--- config.mk ---
export PLATFORM = sky130hd
export DESIGN_NAME = plane_bbox_point_crop_core
export DESIGN_NICKNAME = d
export VERILOG_FILES = /design/src/design/pbc_pkg.sv /design/src/design/plane_bbox_point_crop_core.sv /design/src/design/pbc_queue.sv /design/src/design/pbc_divider.sv /design/src/design/pbc_exec.sv
export SDC_FILE = /design/constraint.sdc
export NUM_CORES = 2
export LEC_CHECK = 0
export BUFFER_PORTS_ARGS = -buffer_cell sky130_fd_sc_hd__buf_2
export CORE_AREA = 2 2 288 290
export CTS_CLUSTER_SIZE = 10
export DETAILED_ROUTE_END_ITERATION = 16
export DIE_AREA = 0 0 290 292
export GPL_TIMING_DRIVEN = 0
export MAX_ROUTING_LAYER = met4
export PLACE_DENSITY = 0.74
export SETUP_SLACK_MARGIN = 0.05
export SYNTH_ARGS = -nofsm -noshare
export SYNTH_HDL_FRONTEND = slang
export SYNTH_SLANG_ARGS = --single-unit
--- constraint.sdc ---
create_clock -name clk -period 9.95 [get_ports clk]
set_input_delay 1.99 -clock clk [delete_from_list [all_inputs] [get_ports clk]]
set_output_delay 1.99 -clock clk [all_outputs]
set_load 0.005 [all_outputs]
--- src/design/pbc_pkg.sv ---
package pbc_pkg;

    // Point format and plane accumulator sizing
    localparam int COORD_W          = 24;
    localparam int MAX_PLANE_POINTS = 65536;
    localparam int COUNT_W          = $clog2(MAX_PLANE_POINTS + 1);
    localparam int SUM_W            = COORD_W + COUNT_W;
    localparam int WIDE_W           = SUM_W + 1;
    localparam int DIV_CNT_W        = $clog2(SUM_W + 1);

    // Front queue between acceptance and execution
    localparam int QDEPTH  = 4;
    localparam int QPTR_W  = $clog2(QDEPTH);

    // Configuration register indexes
    localparam int CFG_IDX_W = 2;
    localparam logic [CFG_IDX_W-1:0] CFG_EDGE_X   = 2'd0;
    localparam logic [CFG_IDX_W-1:0] CFG_EDGE_Y   = 2'd1;
    localparam logic [CFG_IDX_W-1:0] CFG_HEIGHT_Z = 2'd2;

    // Request codes
    localparam logic REQ_PLANE = 1'b0;
    localparam logic REQ_SCENE = 1'b1;

    typedef logic signed [COORD_W-1:0] coord_t;
    typedef logic signed [WIDE_W-1:0]  wide_t;

    localparam coord_t COORD_MAX = {1'b0, {(COORD_W-1){1'b1}}};
    localparam coord_t COORD_MIN = {1'b1, {(COORD_W-1){1'b0}}};

    // One queued word
    typedef struct packed {
        logic   req_type;
        logic   first_point;
        logic   finalize;
        logic   on_support;
        coord_t x;
        coord_t y;
        coord_t z;
    } item_t;

    // Divider status toward the back end
    typedef struct packed {
        logic             done;
        logic [SUM_W-1:0] quotient;
        logic             rem_nz;
    } div_status_t;

    // Sign-extend a coordinate to the wide arithmetic width
    function automatic wide_t widen(input coord_t v);
        return {{(WIDE_W-COORD_W){v[COORD_W-1]}}, v};
    endfunction

    // Clamp a wide value to the signed coordinate range
    function automatic coord_t sat_coord(input wide_t v);
        coord_t r;
        if (v > widen(COORD_MAX))
            r = COORD_MAX;
        else if (v < widen(COORD_MIN))
            r = COORD_MIN;
        else
            r = v[COORD_W-1:0];
        return r;
    endfunction

endpackage

--- src/design/plane_bbox_point_crop_core.sv ---
// Crop-box filter above a support plane. Load the plane points first (req_type 0,
// first_point on the first, last_point on the last), then send scene points
// (req_type 1); each scene point gives exactly one result, strobed by
// result_valid for one cycle once it has passed the queue and the result
// register. The block has no output backpressure: results must be taken when
// shown. Words are accepted while busy is low into a four-word queue. Plane and
// scene points execute at one per cycle while no finalize is in flight; a plane
// point with last_point set occupies the execution side for the take step, a
// divider start step, the divide state and a finalize step, dominated by the 41-step
// bit-serial division of the height sum by the point count, during which the
// queue fills and busy rises. Write configuration only while the block is idle.
module plane_bbox_point_crop_core
    import pbc_pkg::*;
(
    input  logic                 clk,
    input  logic                 rst_n,
    input  logic                 start,
    output logic                 busy,
    input  logic                 req_type,
    input  logic                 first_point,
    input  logic                 last_point,
    input  coord_t               coord_x,
    input  coord_t               coord_y,
    input  coord_t               coord_z,
    input  logic                 on_support,
    output logic                 result_valid,
    output logic                 keep,
    output coord_t               out_x,
    output coord_t               out_y,
    output coord_t               out_z,
    input  logic                 cfg_we,
    input  logic [CFG_IDX_W-1:0] cfg_index,
    input  coord_t               cfg_data
);

    coord_t ofs_x_reg, ofs_y_reg, ofs_z_reg;
    item_t  in_item;
    item_t  head;
    logic   not_empty;
    logic   pop;

    // Latch configuration writes
    always_ff @(posedge clk or negedge rst_n)
    begin
        if (!rst_n)
        begin
            ofs_x_reg <= '0;
            ofs_y_reg <= '0;
            ofs_z_reg <= '0;
        end
        else if (cfg_we)
        begin
            unique case (cfg_index)
                CFG_EDGE_X:   ofs_x_reg <= cfg_data;
                CFG_EDGE_Y:   ofs_y_reg <= cfg_data;
                CFG_HEIGHT_Z: ofs_z_reg <= cfg_data;
                default:      ;
            endcase
        end
    end

    // Classify the incoming word
    always_comb
    begin
        in_item.req_type    = req_type;
        in_item.first_point = first_point;
        in_item.finalize    = (req_type == REQ_PLANE) && last_point;
        in_item.on_support  = on_support;
        in_item.x           = coord_x;
        in_item.y           = coord_y;
        in_item.z           = coord_z;
    end

    pbc_queue u_queue (
        .clk       (clk),
        .rst_n     (rst_n),
        .start     (start),
        .in_item   (in_item),
        .busy      (busy),
        .pop       (pop),
        .head      (head),
        .not_empty (not_empty)
    );

    pbc_exec u_exec (
        .clk          (clk),
        .rst_n        (rst_n),
        .head         (head),
        .not_empty    (not_empty),
        .pop          (pop),
        .ofs_x        (ofs_x_reg),
        .ofs_y        (ofs_y_reg),
        .ofs_z        (ofs_z_reg),
        .result_valid (result_valid),
        .keep         (keep),
        .out_x        (out_x),
        .out_y        (out_y),
        .out_z        (out_z)
    );

endmodule

--- src/design/pbc_queue.sv ---
module pbc_queue
    import pbc_pkg::*;
(
    input  logic  clk,
    input  logic  rst_n,
    input  logic  start,
    input  item_t in_item,
    output logic  busy,
    input  logic  pop,
    output item_t head,
    output logic  not_empty
);

    item_t             mem_reg [QDEPTH];
    logic [QPTR_W-1:0] wr_ptr_reg, wr_ptr_next;
    logic [QPTR_W-1:0] rd_ptr_reg, rd_ptr_next;
    logic [QPTR_W:0]   count_reg, count_next;
    logic              push;

    // Accept a word whenever there is room
    assign busy      = (count_reg == (QPTR_W+1)'(QDEPTH));
    assign push      = start && !busy;
    assign not_empty = (count_reg != '0);
    assign head      = mem_reg[rd_ptr_reg];

    // Advance pointers and occupancy
    always_comb
    begin
        wr_ptr_next = push ? wr_ptr_reg + 1'b1 : wr_ptr_reg;
        rd_ptr_next = pop  ? rd_ptr_reg + 1'b1 : rd_ptr_reg;
        count_next  = count_reg;
        if (push && !pop)
            count_next = count_reg + 1'b1;
        else if (pop && !push)
            count_next = count_reg - 1'b1;
    end

    always_ff @(posedge clk or negedge rst_n)
    begin
        if (!rst_n)
        begin
            wr_ptr_reg <= '0;
            rd_ptr_reg <= '0;
            count_reg  <= '0;
        end
        else
        begin
            wr_ptr_reg <= wr_ptr_next;
            rd_ptr_reg <= rd_ptr_next;
            count_reg  <= count_next;
        end
    end

    // Store the incoming word
    always_ff @(posedge clk)
    begin
        if (push)
            mem_reg[wr_ptr_reg] <= in_item;
    end

endmodule

--- src/design/pbc_divider.sv ---
module pbc_divider
    import pbc_pkg::*;
(
    input  logic               clk,
    input  logic               rst_n,
    input  logic               div_start,
    input  logic [SUM_W-1:0]   dividend,
    input  logic [COUNT_W-1:0] divisor,
    output div_status_t        status
);

    logic [SUM_W-1:0]     quo_reg, quo_next;
    logic [COUNT_W-1:0]   rem_reg, rem_next;
    logic [COUNT_W-1:0]   dvs_reg;
    logic [DIV_CNT_W-1:0] cnt_reg, cnt_next;
    logic                 active_reg, active_next;
    logic                 done_reg, done_next;
    logic [COUNT_W:0]     trial;
    logic [COUNT_W:0]     diff;
    logic                 fits;

    // One restoring step: shift in the next dividend bit, subtract if it fits
    assign trial = {rem_reg, quo_reg[SUM_W-1]};
    assign diff  = trial - {1'b0, dvs_reg};
    assign fits  = (trial >= {1'b0, dvs_reg});

    always_comb
    begin
        quo_next    = quo_reg;
        rem_next    = rem_reg;
        cnt_next    = cnt_reg;
        active_next = active_reg;
        done_next   = 1'b0;
        if (div_start)
        begin
            quo_next    = dividend;
            rem_next    = '0;
            cnt_next    = DIV_CNT_W'(SUM_W);
            active_next = 1'b1;
        end
        else if (active_reg)
        begin
            quo_next = {quo_reg[SUM_W-2:0], fits};
            rem_next = fits ? diff[COUNT_W-1:0] : trial[COUNT_W-1:0];
            cnt_next = cnt_reg - 1'b1;
            if (cnt_reg == DIV_CNT_W'(1))
            begin
                active_next = 1'b0;
                done_next   = 1'b1;
            end
        end
    end

    always_ff @(posedge clk or negedge rst_n)
    begin
        if (!rst_n)
        begin
            active_reg <= 1'b0;
            done_reg   <= 1'b0;
            cnt_reg    <= '0;
        end
        else
        begin
            active_reg <= active_next;
            done_reg   <= done_next;
            cnt_reg    <= cnt_next;
        end
    end

    always_ff @(posedge clk)
    begin
        quo_reg <= quo_next;
        rem_reg <= rem_next;
        if (div_start)
            dvs_reg <= divisor;
    end

    assign status.done     = done_reg;
    assign status.quotient = quo_reg;
    assign status.rem_nz   = (rem_reg != '0);

endmodule

--- src/design/pbc_exec.sv ---
module pbc_exec
    import pbc_pkg::*;
(
    input  logic        clk,
    input  logic        rst_n,
    input  item_t       head,
    input  logic        not_empty,
    output logic        pop,
    input  coord_t      ofs_x,
    input  coord_t      ofs_y,
    input  coord_t      ofs_z,
    output logic        result_valid,
    output logic        keep,
    output coord_t      out_x,
    output coord_t      out_y,
    output coord_t      out_z
);

    typedef enum logic [3:0] {
        ST_IDLE   = 4'b0001,
        ST_DSTART = 4'b0010,
        ST_DIV    = 4'b0100,
        ST_FINAL  = 4'b1000
    } state_t;

    state_t                    state_reg, state_next;
    coord_t                    x_low_reg, x_low_next;
    coord_t                    x_high_reg, x_high_next;
    coord_t                    y_low_reg, y_low_next;
    coord_t                    y_high_reg, y_high_next;
    logic signed [SUM_W-1:0]   z_sum_reg, z_sum_next;
    logic [COUNT_W-1:0]        count_reg, count_next;
    coord_t                    thresh_reg, thresh_next;
    logic                      bvalid_reg, bvalid_next;
    logic                      res_valid_reg, res_valid_next;
    logic                      keep_reg, keep_next;
    coord_t                    ox_reg, oy_reg, oz_reg;

    coord_t                    base_xl, base_xh, base_yl, base_yh;
    logic signed [SUM_W-1:0]   base_sum;
    logic [COUNT_W-1:0]        base_cnt;
    logic                      sum_neg;
    logic [SUM_W-1:0]          sum_mag;
    logic                      div_start;
    div_status_t               div_stat;
    wide_t                     q_sel;
    wide_t                     thr_wide;
    logic                      q_cin;
    logic                      plane_pop;
    logic                      scene_pop;

    // Take a word only while no finalize is in flight
    assign pop       = (state_reg == ST_IDLE) && not_empty;
    assign plane_pop = pop && (head.req_type == REQ_PLANE);
    assign scene_pop = pop && (head.req_type == REQ_SCENE);

    // Accumulator starting point: fresh on the first plane word
    always_comb
    begin
        base_xl  = head.first_point ? COORD_MAX : x_low_reg;
        base_xh  = head.first_point ? COORD_MIN : x_high_reg;
        base_yl  = head.first_point ? COORD_MAX : y_low_reg;
        base_yh  = head.first_point ? COORD_MIN : y_high_reg;
        base_sum = head.first_point ? '0 : z_sum_reg;
        base_cnt = head.first_point ? '0 : count_reg;
    end

    // Magnitude of the height sum for the unsigned divider
    assign sum_neg   = z_sum_reg[SUM_W-1];
    assign sum_mag   = sum_neg ? (~z_sum_reg + 1'b1) : z_sum_reg;
    assign div_start = (state_reg == ST_DSTART);

    pbc_divider u_div (
        .clk       (clk),
        .rst_n     (rst_n),
        .div_start (div_start),
        .dividend  (sum_mag),
        .divisor   (count_reg),
        .status    (div_stat)
    );

    // Floor of the signed mean plus offset in one add: -q-1 is ~q
    assign q_sel    = sum_neg ? ~{1'b0, div_stat.quotient} : {1'b0, div_stat.quotient};
    assign q_cin    = sum_neg && !div_stat.rem_nz;
    assign thr_wide = q_sel + widen(ofs_z) + WIDE_W'(q_cin);

    always_comb
    begin
        state_next     = state_reg;
        x_low_next     = x_low_reg;
        x_high_next    = x_high_reg;
        y_low_next     = y_low_reg;
        y_high_next    = y_high_reg;
        z_sum_next     = z_sum_reg;
        count_next     = count_reg;
        thresh_next    = thresh_reg;
        bvalid_next    = bvalid_reg;
        res_valid_next = 1'b0;
        keep_next      = keep_reg;

        unique case (state_reg)
            ST_IDLE:
            begin
                if (plane_pop)
                begin
                    // Track bounds and sum heights
                    bvalid_next = 1'b0;
                    x_low_next  = (head.x < base_xl) ? head.x : base_xl;
                    x_high_next = (head.x > base_xh) ? head.x : base_xh;
                    y_low_next  = (head.y < base_yl) ? head.y : base_yl;
                    y_high_next = (head.y > base_yh) ? head.y : base_yh;
                    z_sum_next  = base_sum;
                    count_next  = base_cnt;
                    if (base_cnt < COUNT_W'(MAX_PLANE_POINTS))
                    begin
                        z_sum_next = base_sum + SUM_W'(widen(head.z));
                        count_next = base_cnt + 1'b1;
                    end
                    if (head.finalize)
                        state_next = ST_DSTART;
                end
                else if (scene_pop)
                begin
                    // Crop test against the shrunk box and height
                    res_valid_next = 1'b1;
                    keep_next = bvalid_reg && !head.on_support &&
                                (head.x > x_low_reg) && (head.x < x_high_reg) &&
                                (head.y > y_low_reg) && (head.y < y_high_reg) &&
                                (head.z > thresh_reg);
                end
            end
            ST_DSTART:
                state_next = ST_DIV;
            ST_DIV:
            begin
                if (div_stat.done)
                    state_next = ST_FINAL;
            end
            ST_FINAL:
            begin
                // Shrink the box and set the height threshold
                x_low_next  = sat_coord(widen(x_low_reg) + widen(ofs_x));
                x_high_next = sat_coord(widen(x_high_reg) - widen(ofs_x));
                y_low_next  = sat_coord(widen(y_low_reg) + widen(ofs_y));
                y_high_next = sat_coord(widen(y_high_reg) - widen(ofs_y));
                thresh_next = sat_coord(thr_wide);
                bvalid_next = 1'b1;
                state_next  = ST_IDLE;
            end
            default:
                state_next = ST_IDLE;
        endcase
    end

    always_ff @(posedge clk or negedge rst_n)
    begin
        if (!rst_n)
        begin
            state_reg     <= ST_IDLE;
            x_low_reg     <= COORD_MAX;
            x_high_reg    <= COORD_MIN;
            y_low_reg     <= COORD_MAX;
            y_high_reg    <= COORD_MIN;
            z_sum_reg     <= '0;
            count_reg     <= '0;
            thresh_reg    <= '0;
            bvalid_reg    <= 1'b0;
            res_valid_reg <= 1'b0;
            keep_reg      <= 1'b0;
        end
        else
        begin
            state_reg     <= state_next;
            x_low_reg     <= x_low_next;
            x_high_reg    <= x_high_next;
            y_low_reg     <= y_low_next;
            y_high_reg    <= y_high_next;
            z_sum_reg     <= z_sum_next;
            count_reg     <= count_next;
            thresh_reg    <= thresh_next;
            bvalid_reg    <= bvalid_next;
            res_valid_reg <= res_valid_next;
            keep_reg      <= keep_next;
        end
    end

    // Hold the echoed coordinates of the last scene word
    always_ff @(posedge clk)
    begin
        if (scene_pop)
        begin
            ox_reg <= head.x;
            oy_reg <= head.y;
            oz_reg <= head.z;
        end
    end

    assign result_valid = res_valid_reg;
    assign keep         = keep_reg;
    assign out_x        = ox_reg;
    assign out_y        = oy_reg;
    assign out_z        = oz_reg;

    a_result_from_scene: assert property (@(posedge clk) disable iff (!rst_n)
        res_valid_reg |-> $past(scene_pop))
        else $error("result without a scene word");

    a_valid_from_final: assert property (@(posedge clk) disable iff (!rst_n)
        $rose(bvalid_reg) |-> $past(state_reg == ST_FINAL))
        else $error("bounds valid set outside finalize");

    a_no_pop_in_div: assert property (@(posedge clk) disable iff (!rst_n)
        (state_reg != ST_IDLE) |-> !pop)
        else $error("word taken during finalize");

    a_div_done_in_div: assert property (@(posedge clk) disable iff (!rst_n)
        div_stat.done |-> (state_reg == ST_DIV))
        else $error("divider finished outside the divide state");

endmodule
==> impl_metrics.ini <==
[logic_synthesis]
synthArstFlopShare_pct = 37.6
synth_cell_type_count = 92
synth_edf_count = 434
synth-compound-area-share_pct = 16.6
yosysSeqAreaShare_pct = 45.6
syn-num-nets = 4638
yosys_warnings = 0
synth_fa_ha_area_share_pct = 12.1
netlist_area_um2 = 44400
synth_area_per_cell_um2 = 10.8
synth-seq-cells = 723
synth_top_flop_cell = edfxtp_1
synthCells = 4109
synth_xor_xnor_area_share_pct = 4.76
muxShareOfSynthArea_pct = 6.11
synth-simple-area-share_pct = 11.4
synth_top_family_by_area = compound AO/OA/AOI/OAI gates

[floorplan]
initial_core_util_pct = 54.4
rows = 105
coreArea_um2 = 81600
die-width_um = 290
die_h_um = 292
die_area_um2 = 84700
num_io_pins = 181

[sta]
rsz0062_at_grt = no
max_freq_ghz = 0.133
hold_viol = 0
post-route-period-util_pct = 75.8
period_needed_ns = 7.54
max-slew-margin-rel_pct = 6.56
slew_violations = 0
fin_tns_setup_ns = 0
whs_ns = 0.498
setup_viol = 0
worst_pin_slew_ns = 1.40
fin_worst_skew_ns = 0.0302
setup_ws_ns = 2.41

[worst_setup_path]
crit_type = register to register
critPathRequiredTime_ns = 10.53
start_kind = register
path_cells = clkbuf_1 > mux2_2 > o21ai_0 > clkbuf_1 > clkbuf_1 > nand2_1 > ha_1 > nand4_1 > or2_2 > nor4_1 > a221o_1 > a31oi_1 > and4_1 > or2_2 > nor3_2 > clkbuf_1 > a22oi_1 > o211ai_1
cp_top_family = buffers and inverters
crit_arrival_ns = 8.12
crit_fanout = 10
critPathMostFrequentCell = clkbuf_1
crit_buf_inv = 4
cp_slowest_cell = clkbuf_1
max_stage_delay_ns = 0.86
crit_path_end_kind = register

[routing]
routed_wl_mm = 127
wl_per_cell_um = 22.9
ant_nets = 0
viasPerCell = 6.24
drt_iter0_markers = 3053
drc = 0
dr.pass1.iters = 8
vias = 34544

[place]
gp_congestion = 0.965
post-dp-hpwl_mm = 93.9
io_buffers = 180
pre_cts_ws_ns = 2.69
dpl_cell_area_um2 = 46800

[layout]
fillCellCount = 6562
nNetsFinal = 4915
drive_above_1_share_pct = 12.7
final_area_um2 = 49600
layout-area-overhead-vs-synth_pct = 11.9
largest_reg_flops = 304

[global_routing]
grt_pass1_wl_mm = 194
antenna_found_initial = 2
grt_overflow = 0
grt_max_degree = 111
grt_pass1_vias = 33848
grt_util_all_layers_pct = 30.5

[clock_tree]
path_clk_slew_ns = 0.05
cts_max_level = 3
postCtsSetupRepairBufs = 0
cts-buffers-inserted = 87
clock_latency_ns = 0.67
clock-sinks = 723
clk_root_buffer_cell = clkbuf_16
clockBufferDepth = 3
cts_hold_buf = 0
cts_tree = done
ctsResizeCount = 0

[hold_path]
min_path_type = register to register

[run_status]
status = finished, final reports clean

[run]
max_cap_violations = 0
==> cells in the mapped netlist, drive strengths merged, types with 32 or more instances <==
master / n / area share (%)
o21a: 37 / 0.63
xnor2: 93 / 1.8
dfstp: 49 / 2.9
mux2: 63 / 1.6
a21o: 141 / 2.4
nand4: 67 / 0.94
nand2: 382 / 3.2
nor2b: 87 / 1.2
ha: 414 / 12
clkbuf: 114 / 0.96
xor2: 148 / 2.9
inv: 261 / 2.2
mux4: 76 / 3.9
nor3: 36 / 0.42
nand3: 62 / 0.70
dfrtp: 223 / 13
edfxtp: 434 / 29
nand2b: 32 / 0.45
a21oi: 213 / 2.4
o22ai: 35 / 0.78
o21ai: 295 / 3.3
o211ai: 69 / 1.2
nor2: 220 / 1.9
==> cell type report <==
| class | instances | area [um^2] | share of cell area [%] |
|---|---|---|---|
| Clock buffer | 147 | 2470 | 4.98 |
| Multi-Input combinational cell | 2980 | 22600 | 45.5 |
| Inverter | 262 | 986 | 1.99 |
| Timing Repair Buffer | 188 | 1120 | 2.26 |
| Tap cell | 1070 | 1340 | 2.70 |
| Sequential cell | 723 | 20200 | 40.8 |
| Antenna cell | 1 | 2.50 | 0.00504 |
| Buffer | 144 | 564 | 1.14 |
| Clock inverter | 17 | 304 | 0.613 |
==> through the flow <==
step / instances / util [%]
6_report: 5532 / 60.8
5_1_grt: 5531 / 60.8
4_1_cts: 5531 / 60.8
3_5_place_dp: 5367 / 57.4
3_3_place_gp: 5359 / 57.1
2_1_floorplan: 4109 / -
==> logic make-up (layout without fill, tap and decap cells) <==
logic type                 Yosys count  after routing
and+or+nand+nor                   1045           1045
buffers and inverters              406            758
other                                0              1
adders and majority gates          423            423
DFF                                723            723
muxes                              168            168
AOI/OAI and AO/OA                 1103           1103
xor gates and xnor gates           241            241
==> cell usage in the layout (no fill, tap or decap), types with 62 or more instances in the layout <==
cell / count
nor2_1: 219
nand3_1: 62
xor2_1: 148
dfrtp_1: 223
mux2_2: 63
a21oi_1: 213
edfxtp_1: 434
o21ai_0: 263
nand2_1: 381
xnor2_1: 93
nand4_1: 67
inv_1: 259
o211ai_1: 69
mux4_2: 76
a21o_1: 141
clkbuf_1: 168
buf_2: 186
clkbuf_16: 88
ha_1: 414
nor2b_1: 87
==> worst paths after layout <==
check	start	endpoint	slack, ns	cells after the start
hold reg to reg	u_exec.count_reg[5]$_DFFE_PN0P_	u_exec.u_div.dvs_reg[5]$_DFFE_PP_	0.50	0
setup / recovery	u_queue.rd_ptr_reg[1]$_DFFE_PN0P_	u_exec.x_high_reg[9]$_DFFE_PN0P_	2.41	18
min in group asynchronous	rst_n	u_exec.z_sum_reg[36]$_DFFE_PN0P_	1.33	1
hold / removal	u_exec.count_reg[5]$_DFFE_PN0P_	u_exec.u_div.dvs_reg[5]$_DFFE_PP_	0.50	0
setup reg to reg	u_queue.rd_ptr_reg[1]$_DFFE_PN0P_	u_exec.x_high_reg[9]$_DFFE_PN0P_	2.41	18
max in group asynchronous	rst_n	u_exec.x_high_reg[9]$_DFFE_PN0P_	7.51	2
==> layer usage <==
layer	vias to the layer above	track usage, %	wire, um
met5	-	-	0
met4	0	10.9	4260
met3	232	4.73	9830
met2	1293	47.8	58500
met1	17074	40.5	54100
li1	15945	-	-
Power is left out: the tool's default activity adds up to more than one toggle a clock period on the data nets, which glitch-free logic cannot reach.
